<file path="config.mk">
export PLATFORM = sky130hd
export DESIGN_NAME = edge_rate_to_midi_note_top
export DESIGN_NICKNAME = d
export VERILOG_FILES = /design/src/ertmn_pkg.sv /design/src/ertmn_div.sv /design/src/ertmn_dp.sv /design/src/ertmn_ctrl.sv /design/src/edge_rate_to_midi_note_top.sv
export SDC_FILE = /design/constraint.sdc
export NUM_CORES = 1
export LEC_CHECK = 0
export BUFFER_PORTS_ARGS = -buffer_cell sky130_fd_sc_hd__buf_2
export CAP_MARGIN = 20
export CELL_PAD_IN_SITES_DETAIL_PLACEMENT = 1
export CELL_PAD_IN_SITES_GLOBAL_PLACEMENT = 1
export CORE_UTILIZATION = 55
export CTS_BUF_LIST = sky130_fd_sc_hd__clkbuf_8
export CTS_CLUSTER_SIZE = 25
export DETAILED_ROUTE_END_ITERATION = 7
export PLACE_DENSITY = 0.9
export REMOVE_ABC_BUFFERS = 1
export SLEW_MARGIN = 20
export SYNTH_ARGS = -nofsm -noshare
export SYNTH_HDL_FRONTEND = slang
export SYNTH_SLANG_ARGS = --single-unit
</file>
<file path="constraint.sdc">
create_clock -name clock -period 11.75 [get_ports clock]
set_input_delay 2.35 -clock clock [delete_from_list [all_inputs] [get_ports clock]]
set_output_delay 2.35 -clock clock [all_outputs]
set_load 0.03 [all_outputs]
</file>
<file path="src/ertmn_pkg.sv">
// Shared constants, types and command/status bundles for the edge-rate to note block.
package ertmn_pkg;

   // Ring of edge intervals and counter sizing
   localparam int SAMPLES     = 4;
   localparam int COUNT_WIDTH = 16;
   localparam int IDX_W       = (SAMPLES > 1) ? $clog2(SAMPLES) : 1;
   localparam int SUM_W       = COUNT_WIDTH + $clog2(SAMPLES);

   // Configuration register sizing
   localparam int CFG_W  = 16;
   localparam int NOTE_W = 7;
   localparam int CMP_W  = (COUNT_WIDTH > CFG_W) ? COUNT_WIDTH : CFG_W;

   // Divider sizing: wide enough for the interval sum and for ten times the span
   localparam int SPAN_SCALE = 10;
   localparam int NUM_W      = 11;
   localparam int DIV_W      = (SUM_W > NUM_W) ? SUM_W : NUM_W;
   localparam int STEP_W     = $clog2(DIV_W);

   // Stream widths
   localparam int REQ_W = 8;
   localparam int RSP_W = 24;

   localparam logic [COUNT_WIDTH-1:0] COUNT_MAX = {COUNT_WIDTH{1'b1}};
   localparam logic [NOTE_W-1:0]      NOTE_MAX  = 7'd127;

   // Register indexes
   localparam logic [1:0] REG_NOTE_PERIOD  = 2'd0;
   localparam logic [1:0] REG_EDGE_TIMEOUT = 2'd1;
   localparam logic [1:0] REG_LOWEST_NOTE  = 2'd2;
   localparam logic [1:0] REG_NOTE_SPAN    = 2'd3;

   // Register reset values
   localparam logic [CFG_W-1:0]  RST_NOTE_PERIOD  = 16'd172;
   localparam logic [CFG_W-1:0]  RST_EDGE_TIMEOUT = 16'd172;
   localparam logic [NOTE_W-1:0] RST_LOWEST_NOTE  = 7'd32;
   localparam logic [NOTE_W-1:0] RST_NOTE_SPAN    = 7'd64;
   localparam logic [NOTE_W-1:0] RST_SOUNDING     = 7'd32;

   // Controller to datapath commands
   typedef struct packed {
      logic load_item;
      logic div_note;
      logic commit;
      logic load_out;
   } ertmn_cmd_type;

   // Datapath to controller status
   typedef struct packed {
      logic decide;
      logic mean_ok;
      logic div_busy;
      logic out_free;
   } ertmn_sts_type;

endpackage

</file>
<file path="src/ertmn_div.sv">
// Restoring divider, one quotient bit per cycle.
module ertmn_div
   import ertmn_pkg::*;
(
   input  logic             clock,
   input  logic             reset,
   input  logic             start,
   input  logic [DIV_W-1:0] dividend,
   input  logic [DIV_W-1:0] divisor,
   output logic [DIV_W-1:0] quotient,
   output logic             busy
);

   logic             busy_ff, busy_in;
   logic [STEP_W-1:0] cnt_ff, cnt_in;
   logic [DIV_W-1:0] rem_ff, rem_in;
   logic [DIV_W-1:0] quo_ff, quo_in;
   logic [DIV_W-1:0] den_ff, den_in;
   logic [DIV_W:0]   trial;
   logic             fits;

   // Shift in the next dividend bit and trial-subtract
   assign trial = {rem_ff, quo_ff[DIV_W-1]};
   assign fits  = (trial >= {1'b0, den_ff});

   always_comb begin
      busy_in = busy_ff;
      cnt_in  = cnt_ff;
      rem_in  = rem_ff;
      quo_in  = quo_ff;
      den_in  = den_ff;
      if (start) begin
         busy_in = 1'b1;
         cnt_in  = '0;
         rem_in  = '0;
         quo_in  = dividend;
         den_in  = divisor;
      end else if (busy_ff) begin
         rem_in = fits ? DIV_W'(trial - {1'b0, den_ff}) : trial[DIV_W-1:0];
         quo_in = {quo_ff[DIV_W-2:0], fits};
         if (cnt_ff == STEP_W'(DIV_W - 1)) begin
            busy_in = 1'b0;
         end else begin
            cnt_in = cnt_ff + 1'b1;
         end
      end
   end

   always_ff @(posedge clock) begin
      if (reset) begin
         busy_ff <= 1'b0;
         cnt_ff  <= '0;
      end else begin
         busy_ff <= busy_in;
         cnt_ff  <= cnt_in;
      end
      rem_ff <= rem_in;
      quo_ff <= quo_in;
      den_ff <= den_in;
   end

   assign quotient = quo_ff;
   assign busy     = busy_ff;

endmodule

</file>
<file path="src/ertmn_dp.sv">
// Datapath: counters, interval ring, note arithmetic, config and result registers.
module ertmn_dp
   import ertmn_pkg::*;
(
   input  logic              clock,
   input  logic              reset,
   input  ertmn_cmd_type     cmd,
   output ertmn_sts_type     sts,
   input  logic              edge_seen,
   input  logic              link_up,
   input  logic              csr_we,
   input  logic [1:0]        csr_addr,
   input  logic [CFG_W-1:0]  csr_wdata,
   input  logic              rsp_tready,
   output logic              rsp_tvalid,
   output logic [RSP_W-1:0]  rsp_tdata
);

   logic [CFG_W-1:0]       period_ff, period_in;
   logic [CFG_W-1:0]       timeout_ff, timeout_in;
   logic [NOTE_W-1:0]      lowest_ff, lowest_in;
   logic [NOTE_W-1:0]      span_ff, span_in;

   logic [COUNT_WIDTH-1:0] tse_ff, tse_in;
   logic [COUNT_WIDTH-1:0] played_ff, played_in;
   logic [COUNT_WIDTH-1:0] store_ff [SAMPLES];
   logic [IDX_W-1:0]       idx_ff, idx_in;
   logic [SUM_W-1:0]       sum_ff, sum_in;
   logic                   sounding_ff, sounding_in;
   logic [NOTE_W-1:0]      snote_ff, snote_in;
   logic                   led_ff, led_in;
   logic                   decide_ff, decide_in;

   logic                   off_v_ff, off_v_in;
   logic [NOTE_W-1:0]      off_n_ff, off_n_in;
   logic                   on_v_ff, on_v_in;
   logic [NOTE_W-1:0]      on_n_ff, on_n_in;

   logic                   rsp_valid_ff, rsp_valid_in;
   logic [RSP_W-1:0]       rsp_data_ff, rsp_data_in;

   logic [COUNT_WIDTH-1:0] tse_inc, played_inc;
   logic                   store_we;

   logic [SUM_W-1:0]       mean;
   logic                   div_start;
   logic [DIV_W-1:0]       div_dividend, div_divisor, div_quo;
   logic                   div_busy;

   logic [DIV_W:0]         note_sum, note_limit, note_clamp;
   logic [NOTE_W-1:0]      note_val;

   // Saturating tick counters
   assign tse_inc    = (tse_ff == COUNT_MAX) ? tse_ff : tse_ff + 1'b1;
   assign played_inc = (played_ff == COUNT_MAX) ? played_ff : played_ff + 1'b1;

   // Configuration writes; unknown indexes fall through
   always_comb begin
      period_in  = period_ff;
      timeout_in = timeout_ff;
      lowest_in  = lowest_ff;
      span_in    = span_ff;
      if (csr_we) begin
         unique case (csr_addr)
            REG_NOTE_PERIOD:  period_in  = csr_wdata;
            REG_EDGE_TIMEOUT: timeout_in = csr_wdata;
            REG_LOWEST_NOTE:  lowest_in  = csr_wdata[NOTE_W-1:0];
            REG_NOTE_SPAN:    span_in    = csr_wdata[NOTE_W-1:0];
            default: ;
         endcase
      end
   end

   // Mean of the ring; the sample count is a power of two, so this is a shift
   assign mean = sum_ff / SUM_W'(SAMPLES);

   // Divide ten times the span by the mean
   assign div_start    = cmd.div_note;
   assign div_dividend = DIV_W'(NUM_W'(span_ff) * NUM_W'(SPAN_SCALE));
   assign div_divisor  = DIV_W'(mean);

   ertmn_div u_div (
      .clock    (clock),
      .reset    (reset),
      .start    (div_start),
      .dividend (div_dividend),
      .divisor  (div_divisor),
      .quotient (div_quo),
      .busy     (div_busy)
   );

   // Offset the scaled quotient and clamp to the span and the note range
   assign note_sum   = (DIV_W+1)'(div_quo) + (DIV_W+1)'(lowest_ff);
   assign note_limit = (DIV_W+1)'(lowest_ff) + (DIV_W+1)'(span_ff);
   assign note_clamp = (note_sum > note_limit) ? note_limit : note_sum;
   assign note_val   = (note_clamp > (DIV_W+1)'(NOTE_MAX)) ? NOTE_MAX
                                                            : note_clamp[NOTE_W-1:0];

   assign store_we = cmd.load_item & edge_seen;

   // Tick update on a new request, note decision on commit
   always_comb begin
      tse_in      = tse_ff;
      played_in   = played_ff;
      idx_in      = idx_ff;
      sum_in      = sum_ff;
      sounding_in = sounding_ff;
      snote_in    = snote_ff;
      led_in      = led_ff;
      decide_in   = decide_ff;
      off_v_in    = off_v_ff;
      off_n_in    = off_n_ff;
      on_v_in     = on_v_ff;
      on_n_in     = on_n_ff;
      if (cmd.load_item) begin
         played_in = played_inc;
         decide_in = link_up & (CMP_W'(played_inc) > CMP_W'(period_ff));
         off_v_in  = 1'b0;
         off_n_in  = '0;
         on_v_in   = 1'b0;
         on_n_in   = '0;
         if (edge_seen) begin
            sum_in = sum_ff - SUM_W'(store_ff[idx_ff]) + SUM_W'(tse_inc);
            idx_in = (idx_ff == IDX_W'(SAMPLES - 1)) ? '0 : idx_ff + 1'b1;
            tse_in = '0;
            led_in = ~led_ff;
         end else begin
            tse_in = tse_inc;
         end
      end else if (cmd.commit) begin
         if (sounding_ff) begin
            off_v_in    = 1'b1;
            off_n_in    = snote_ff;
            sounding_in = 1'b0;
         end
         if (CMP_W'(tse_ff) < CMP_W'(timeout_ff)) begin
            played_in   = '0;
            on_v_in     = 1'b1;
            on_n_in     = note_val;
            snote_in    = note_val;
            sounding_in = 1'b1;
         end
      end
   end

   // Output register: load a finished result, drop it once taken
   always_comb begin
      rsp_valid_in = rsp_valid_ff;
      rsp_data_in  = rsp_data_ff;
      if (cmd.load_out) begin
         rsp_valid_in = 1'b1;
         rsp_data_in  = {(RSP_W-17)'(0), on_n_ff, on_v_ff, off_n_ff, off_v_ff, led_ff};
      end else if (rsp_tready) begin
         rsp_valid_in = 1'b0;
      end
   end

   always_ff @(posedge clock) begin
      if (reset) begin
         period_ff    <= RST_NOTE_PERIOD;
         timeout_ff   <= RST_EDGE_TIMEOUT;
         lowest_ff    <= RST_LOWEST_NOTE;
         span_ff      <= RST_NOTE_SPAN;
         tse_ff       <= '0;
         played_ff    <= '0;
         idx_ff       <= '0;
         sum_ff       <= '0;
         sounding_ff  <= 1'b0;
         snote_ff     <= RST_SOUNDING;
         led_ff       <= 1'b0;
         decide_ff    <= 1'b0;
         rsp_valid_ff <= 1'b0;
         for (int i = 0; i < SAMPLES; i++) begin
            store_ff[i] <= '0;
         end
      end else begin
         period_ff    <= period_in;
         timeout_ff   <= timeout_in;
         lowest_ff    <= lowest_in;
         span_ff      <= span_in;
         tse_ff       <= tse_in;
         played_ff    <= played_in;
         idx_ff       <= idx_in;
         sum_ff       <= sum_in;
         sounding_ff  <= sounding_in;
         snote_ff     <= snote_in;
         led_ff       <= led_in;
         decide_ff    <= decide_in;
         rsp_valid_ff <= rsp_valid_in;
         if (store_we) begin
            store_ff[idx_ff] <= tse_inc;
         end
      end
      off_v_ff    <= off_v_in;
      off_n_ff    <= off_n_in;
      on_v_ff     <= on_v_in;
      on_n_ff     <= on_n_in;
      rsp_data_ff <= rsp_data_in;
   end

   // Status back to the controller; mean of at least two means sum of 2*SAMPLES
   assign sts.decide   = decide_ff;
   assign sts.mean_ok  = (sum_ff >= SUM_W'(2 * SAMPLES));
   assign sts.div_busy = div_busy;
   assign sts.out_free = ~rsp_valid_ff | rsp_tready;

   assign rsp_tvalid = rsp_valid_ff;
   assign rsp_tdata  = rsp_data_ff;

endmodule

</file>
<file path="src/ertmn_ctrl.sv">
// Controller: sequences one request through update, the note division and result hand-off.
module ertmn_ctrl
   import ertmn_pkg::*;
(
   input  logic          clock,
   input  logic          reset,
   input  logic          req_tvalid,
   output logic          req_tready,
   input  ertmn_sts_type sts,
   output ertmn_cmd_type cmd
);

   typedef enum logic [3:0] {
      ST_IDLE     = 4'b0001,
      ST_CHECK    = 4'b0010,
      ST_DIV_NOTE = 4'b0100,
      ST_FINISH   = 4'b1000
   } ertmn_state_type;

   ertmn_state_type state_ff, state_in;

   assign req_tready = (state_ff == ST_IDLE);

   // Advance through the request and issue datapath commands
   always_comb begin
      state_in = state_ff;
      cmd      = '0;
      unique case (state_ff)
         ST_IDLE: begin
            if (req_tvalid) begin
               cmd.load_item = 1'b1;
               state_in      = ST_CHECK;
            end
         end
         ST_CHECK: begin
            if (sts.decide && sts.mean_ok) begin
               cmd.div_note = 1'b1;
               state_in     = ST_DIV_NOTE;
            end else begin
               state_in = ST_FINISH;
            end
         end
         ST_DIV_NOTE: begin
            if (!sts.div_busy) begin
               cmd.commit = 1'b1;
               state_in   = ST_FINISH;
            end
         end
         ST_FINISH: begin
            if (sts.out_free) begin
               cmd.load_out = 1'b1;
               state_in     = ST_IDLE;
            end
         end
         default: state_in = ST_IDLE;
      endcase
   end

   always_ff @(posedge clock) begin
      if (reset) begin
         state_ff <= ST_IDLE;
      end else begin
         state_ff <= state_in;
      end
   end

endmodule

</file>
<file path="src/edge_rate_to_midi_note_top.sv">
// Top level of the edge-rate to MIDI note block.
// Each request passes ST_IDLE, ST_CHECK and ST_FINISH; with a note decision due it also
// waits in ST_DIV_NOTE for the 18-step divider. rsp_tvalid rises once the output is free.
// Only one request is in flight at a time; a new one is taken only back in ST_IDLE.
// A finished result waits in the output register while the next request is taken.
// Reset (synchronous, active high) restores config defaults and clears counters,
// interval ring, note state and LED.
module edge_rate_to_midi_note_top
   import ertmn_pkg::*;
(
   input  logic             clock,
   input  logic             reset,
   input  logic             req_tvalid,
   output logic             req_tready,
   input  logic [REQ_W-1:0] req_tdata,   // [0] edge_seen, [1] link_up, rest zero
   output logic             rsp_tvalid,
   input  logic             rsp_tready,
   output logic [RSP_W-1:0] rsp_tdata,   // [0] led_level, [1] note_off_valid,
                                         // [8:2] off_note, [9] note_on_valid,
                                         // [16:10] on_note, rest zero
   input  logic             csr_we,
   input  logic [1:0]       csr_addr,
   input  logic [CFG_W-1:0] csr_wdata
);

   ertmn_cmd_type cmd;
   ertmn_sts_type sts;

   ertmn_ctrl u_ctrl (
      .clock      (clock),
      .reset      (reset),
      .req_tvalid (req_tvalid),
      .req_tready (req_tready),
      .sts        (sts),
      .cmd        (cmd)
   );

   ertmn_dp u_dp (
      .clock      (clock),
      .reset      (reset),
      .cmd        (cmd),
      .sts        (sts),
      .edge_seen  (req_tdata[0]),
      .link_up    (req_tdata[1]),
      .csr_we     (csr_we),
      .csr_addr   (csr_addr),
      .csr_wdata  (csr_wdata),
      .rsp_tready (rsp_tready),
      .rsp_tvalid (rsp_tvalid),
      .rsp_tdata  (rsp_tdata)
   );

endmodule

</file>
==> results of run 1 <==
## power breakdown
part | internal [W] | switching, W
clock network | 0.000489 | 0.000411
logic | 0.000170 | 0.000273
registers | 0.00102 | 0.0000483
## state kept, by name, summed over array words and instances (netlist names), 17 cells and up, named ones only
name and cells:
u_dp.rsp_tdata 17, u_dp.store_ff 64, u_dp.u_div.rem_ff 18, u_dp.u_div.quotient 18, u_dp.sum_ff 18
## stage by stage
stage          power (W)  hold WS, ns  area [um2]
2_1_floorplan    0.00136        0.408       14600
3_3_place_gp     0.00146        0.413       15400
3_5_place_dp     0.00150        0.417       15400
4_1_cts          0.00240        0.437       16300
5_1_grt          0.00250        0.444       16400
6_report         0.00241        0.437       16400
## layout by cell type (no fill, tap or decap), types with 6 or more instances in the layout
master / n
or3_1: 14
mux4_2: 16
o21a_1: 14
nand3_1: 57
a211oi_1: 11
clkbuf_8: 58
o211ai_1: 12
mux2i_1: 36
fa_1: 20
buf_2: 42
o21ai_0: 59
nor2_4: 6
nand3b_1: 6
o31ai_1: 16
dfxtp_1: 161
edfxtp_1: 107
nor2_1: 176
nor2b_1: 15
a22oi_1: 15
and3_1: 18
xnor2_1: 35
a31oi_1: 13
nand2_1: 162
buf_4: 11
xor2_1: 25
nor3_1: 21
nor4_1: 7
a21oi_1: 122
and4_1: 6
nand4_1: 21
a21o_1: 19
nand2b_1: 12
or2_2: 6
conb_1: 7
a21boi_0: 6
inv_1: 124
ha_1: 104
## routing by layer
layer | up-vias | wire, um
li1 | 5690 | -
met1 | 6311 | 18600
met2 | 506 | 23800
met3 | 152 | 2760
met4 | 0 | 1910
met5 | - | 0
## worst reg2reg max path: cells and delay by family, from the launching register on
family / cells / cell delay, ns
AOI/OAI and AO/OA: 7 / 1.90
and+or+nand+nor: 4 / 1.22
adders and majority gates: 2 / 1.05
muxes: 1 / 0.61
DFF: 1 / 0.45
buffers and inverters: 2 / 0.35
## path summary, 6_finish.rpt
check                                                  start                            to  slack [ns]  cells past startpoint
worst max-delay path             u_dp.tse_ff[6]$_SDFFE_PP0P_   u_dp.sum_ff[8]$_SDFFE_PP0P_        6.08                     16
worst min-delay path            u_dp.on_n_ff[2]$_SDFFE_PP0P_  u_dp.rsp_tdata[12]$_DFFE_PP_        0.44                      0
worst max register to register   u_dp.tse_ff[6]$_SDFFE_PP0P_   u_dp.sum_ff[8]$_SDFFE_PP0P_        6.08                     16
worst min register to register  u_dp.on_n_ff[2]$_SDFFE_PP0P_  u_dp.rsp_tdata[12]$_DFFE_PP_        0.44                      0
## cell families after synthesis
kind of cell	after synthesis	share of synthesized area
and+or+nand+nor	553	0.175
AOI/OAI and AO/OA	336	0.142
DFF	270	0.433
buffers and inverters	182	0.0490
adders and majority gates	124	0.114
xor gates and xnor gates	61	0.0362
muxes	55	0.0505
other	1	0.000251
## cell type report
type / count / area share
clock inverters: 29 / 0.0105
inverters: 107 / 0.0245
flip-flops and latches: 270 / 0.395
clock buffers: 58 / 0.0487
multi-input cells: 1136 / 0.476
well taps: 335 / 0.0256
repair buffers: 55 / 0.0192
diodes: 2 / 0.000305
==> flow_summary.ini, run 1 <==
[run_status]
status = finished clean

[layout]
final_cells = 1992
utilization = 0.622
drive_above_1_share = 0.105
multi_input_area_um2 = 7800
final_nets = 1772
seqCellArea_um2 = 6480
layout-area-overhead-vs-synth_pct = 9.63
num-fill-cells = 2968

[pwr]
power_density_nw_per_um2 = 147
p_leak_nw = 6.80
ir_drop_mv = 0.0936

[sta]
rsz0062_at_grt = false
setup_violations = 0
setup_ws_ns = 6.08
slew_viol_final = 0
finalSetupTns_ns = 0
period_share = 0.483
slew_headroom = 0.275
skew_ns = 0.0376
tightest_slew_ns = 1.08
max_freq_mhz = 176
hold_viol = 0
period_needed_ns = 5.67

[logic_synthesis]
synthesis.instances = 1582
synth_edf_count = 107
synth_top_area_share = 0.218
synth_warnings = 0
synthArstFlopShare = 0
synth_area_um2 = 15000
yosysMostFrequentCell = nor2_1
avgSynthCellArea_um2 = 9.45
synth_top_area_cell = dfxtp_1
ys_top_cells_by_count = nor2_1 (177), dfxtp_1 (163), nand2_1 (162), a21oi_1 (122), edfxtp_1 (107)
synth.distinct_cells = 84
synthFlopType = dfxtp_1
synth_seq_cells = 270
yosysSeqAreaShare = 0.433
synth_area_leaders = dfxtp_1 (22%), edfxtp_1 (21%), ha_1 (8.7%)

[route]
drc = 0
via_per_inst = 6.35
drt_iter0_drc = 1117
antenna_left = 0
drt_wl_total_mm = 47.1
wl_per_cell_um = 23.6
drtPass1Iterations = 6
vias = 12659

[clock_tree]
cts_buffers = 47
post_cts_resized = 0
cts_num_sinks = 270
cts_tree = yes
cts_setup_buffers = 0
htreeDepth = 2
clk_pin_slew_ns = 0.07
ctsHoldBuffers = 0
clkLatencyLatePin_ns = 0.59
clock_path_buffers = 3
cts_root_buf = clkbuf_8

[worst_setup_path]
crit_buf_inv = 2
critical_path.slowest_cell = mux2i_1
worstPathMaxFanout = 6
slowest_delay_ns = 0.61
critPathLaunchType = flip-flop
cp-end-kind = flip-flop
critical_path.top_delay_family = compound AO/OA/AOI/OAI gates
crit_arrival_ns = 6.18
crit_required_ns = 12.26
crit_top_cell = o21ai_0
path_cells = and4_1 > nand3_1 > or3_1 > mux2i_1 > inv_1 > fa_1 > inv_1 > fa_1 > nor2b_1 > o21ai_0 > a21boi_0 > o21ai_0 > a21oi_1 > o21ai_0 > a2111oi_0 > a311o_1
crit_type = reg -> reg

[placement]
port_buffers = 43
preCtsSetupSlack_ns = 6.13
dp_cells = 1901
globalplace.congestion = 0.903
dp_hpwl_mm = 29.7

[floorplan]
die_h_um = 167
pin_count = 57
start_util = 0.567
core_um2 = 26400
die_area_um2 = 27800
rows = 59
chipWidth_um = 167

[grt]
gr-total-overflow = 0
grt.met2_usage = 0.595
met1_usage = 0.401
grt_pass1_vias = 13577
antenna_found_initial = 2
grt_util_all_layers = 0.338
grt_max_degree = 73
busiest_layer = met2
grt_pass1_wl_mm = 73.9
grt_use_met3 = 0.0535

[hold_path]
hold_path.class = reg -> reg

[job]
drv_cap = 0
Note: power is estimated with default switching activity, not from simulation.
==> inputs of run 2 (changes only) <==
--- a/config.mk
+++ b/config.mk
@@ -9,11 +9,11 @@
 export CAP_MARGIN = 20
 export CELL_PAD_IN_SITES_DETAIL_PLACEMENT = 1
 export CELL_PAD_IN_SITES_GLOBAL_PLACEMENT = 1
-export CORE_UTILIZATION = 55
+export CORE_UTILIZATION = 46
 export CTS_BUF_LIST = sky130_fd_sc_hd__clkbuf_8
 export CTS_CLUSTER_SIZE = 25
 export DETAILED_ROUTE_END_ITERATION = 7
-export PLACE_DENSITY = 0.9
+export PLACE_DENSITY = 0.8
 export REMOVE_ABC_BUFFERS = 1
 export SLEW_MARGIN = 20
 export SYNTH_ARGS = -nofsm -noshare
==> constraint.sdc (replaced) <==
create_clock -name clock -period 4.56 [get_ports clock]
set_input_delay 0.912 -clock clock [delete_from_list [all_inputs] [get_ports clock]]
set_output_delay 0.912 -clock clock [all_outputs]
set_load 0.03 [all_outputs]
==> run 2 against run 1 <==
  * Global-route usage shrank 9.1 points
  * Cell area grew 3.1%
  * Sequential share of layout area shrank 1.2 points
  * Worst hold slack lost 0.0079 ns
  * Combinational power grew to 2.5 times the previous value
  * Utilization shrank 9.0 points
  * Clock power grew 150%
  * Register-to-register slack lost 6.0 ns
  * Via count shrank 5.3%
  * Non-clock buffer count grew 46
  * Worst setup slack lost 6.0 ns
  * Clock skew shrank 0.0022 ns
==> flow_summary.ini, run 2 (same netlist as run 1, synthesis figures left out) <==
[layout]
final_common_cell = nor2_1
drive_above_1_share = 0.137
top_register = u_dp.store_ff
layout_common_cells = nor2_1 (176), dfxtp_1 (162), nand2_1 (161), inv_1 (122), a21oi_1 (122)
final_cells = 2137
utilization = 0.532
layout-area-overhead-vs-synth_pct = 13.1
final_nets = 1818
largest_register_ffs = 64

[floorplan]
rows = 65
pin_count = 57
die_h_um = 182
die_area_um2 = 33200
start_util = 0.470
core_um2 = 31800
chipWidth_um = 182

[worst_setup_path]
crit_required_ns = 5.01
rrSetupSlack_ns = 0.10
timing.rr.start = u_dp.tse_ff[5]$_SDFFE_PP0P_
crit_type = reg -> reg
r2r_cells = 17
critPathLaunchType = flip-flop
crit_arrival_ns = 4.90
r2r_end = u_dp.sum_ff[17]$_SDFFE_PP0P_
worstPathMaxFanout = 5
cp-end-kind = flip-flop

[route]
wl_per_cell_um = 19.0
drt_wl_total_mm = 40.5
antenna_left = 0
drtPass1Iterations = 4
drt_iter0_drc = 574
vias = 11992
via_per_inst = 5.61
drc = 0

[sta]
period_needed_ns = 4.46
period_share = 0.978
slew_viol_final = 0
setup_violations = 0
hold_viol = 0
slew_headroom = 0.248
skew_ns = 0.0354
max_freq_mhz = 224
tightest_slew_ns = 1.12

[pwr]
p_total_w = 0.00608
power_density_nw_per_um2 = 360
ir_drop_mv = 0.233
p_leak_nw = 7.01

[job]
drv_cap = 0

[clock_tree]
cts_tree = yes
ctsHoldBuffers = 0
clock_path_buffers = 3
clkLatencyLatePin_ns = 0.58
clk_pin_slew_ns = 0.07
cts_root_buf = clkbuf_8
cts_buffers = 47
htreeDepth = 2
cts_num_sinks = 270

[grt]
grt_max_degree = 69
grt_util_all_layers = 0.246
antenna_found_initial = 1
grt_pass1_vias = 12709
gr-total-overflow = 0
grt_pass1_wl_mm = 65.5

[hold_path]
min_path_cells = 0
worstHoldEndpoint = u_dp.rsp_tdata[2]$_DFFE_PP_
hold_path.class = reg -> reg
min-delay-start = u_dp.off_n_ff[0]$_SDFFE_PP0P_

[placement]
port_buffers = 43
dp_hpwl_mm = 28.9
globalplace.congestion = 0.886
dp_cells = 2045

[run_status]
status = finished clean
[run 2: changes by cell type in the layout (fill, tap and decap cells not counted), sizes merged]
cell and change:
diode -1, clkinvlp -1, bufinv -1, clkbuf -1, buf +46, clkinv +5
inv -2
[run 2: report_power, final]
part           switching, W  internal, W  leakage, nW
registers          0.000109      0.00262         2.38
logic              0.000669     0.000465         4.07
clock network       0.00103      0.00119        0.558
total               0.00180      0.00428         7.01
[run 2: how the worst max path moves through the flow]
stage	depth (start not counted)	to	start
after global routing	17	u_dp.sum_ff[17]$_SDFFE_PP0P_	u_dp.tse_ff[6]$_SDFFE_PP0P_
after CTS	17	u_dp.sum_ff[17]$_SDFFE_PP0P_	u_dp.tse_ff[8]$_SDFFE_PP0P_
final	17	u_dp.sum_ff[17]$_SDFFE_PP0P_	u_dp.tse_ff[5]$_SDFFE_PP0P_
after floorplan	4	u_dp.store_ff[3][0]$_DFFE_PP_	req_tvalid
after global placement	17	u_dp.sum_ff[17]$_SDFFE_PP0P_	u_dp.tse_ff[9]$_SDFFE_PP0P_
after detailed placement	17	u_dp.sum_ff[17]$_SDFFE_PP0P_	u_dp.tse_ff[9]$_SDFFE_PP0P_
[run 2: area by class of cell]
class / instances / area, um2
fill: 3670 / 14900
antenna: 1 / 2.50
multi-input combinational: 1136 / 7890
timing repair buffer: 101 / 653
clock inverter: 30 / 155
sequential: 270 / 6480
tap: 435 / 544
inverter: 107 / 402
clock buffer: 57 / 785
[run 2: per-layer routing]
layer	part of all wire	GRT usage	wire length, um	up-vias
met5	0	0	0	-
met4	0.030	0.0911	1220	0
met3	0.035	0.0333	1430	96
met2	0.49	0.429	19900	193
met1	0.44	0.311	18000	5936
li1	-	-	-	5767
[run 2: critical path, cell delays in order (launching register included)]
cell and delay [ns]:
dfxtp_1 0.34, and4_1 0.26, nand3_1 0.16, nor3_2 0.24, nor2_2 0.11, nand2_1 0.12
xor2_2 0.26, inv_1 0.14, fa_1 0.56, ha_4 0.23, and3_1 0.18, a221o_1 0.35
o221a_2 0.28, a41o_1 0.25, o41a_1 0.37, a31oi_2 0.23, xnor2_1 0.15, a21oi_1 0.09
[run 2: per-stage QoR]
| step | TNS, ns | setup WS, ns | instance area (um2) | hold WS (ns) |
|---|---|---|---|---|
| floorplan | 0 | 0.125 | 14600 | 0.408 |
| global route | -0.0401 | -0.0401 | 16900 | 0.443 |
| detailed placement | 0 | 0.134 | 15800 | 0.417 |
| global placement | 0 | 0.219 | 15800 | 0.413 |
| CTS | 0 | 0.0658 | 16800 | 0.431 |
| finish | 0 | 0.102 | 16900 | 0.429 |
[run 2: timing repair]
action / 4_1_cts / 5_1_grt
endpoints found under the setup margin: 1 / 4
gates cloned: 0 / 0
pin swaps: 0 / 4
resized for setup: 1 / 16
buffers inserted: 0 / 3
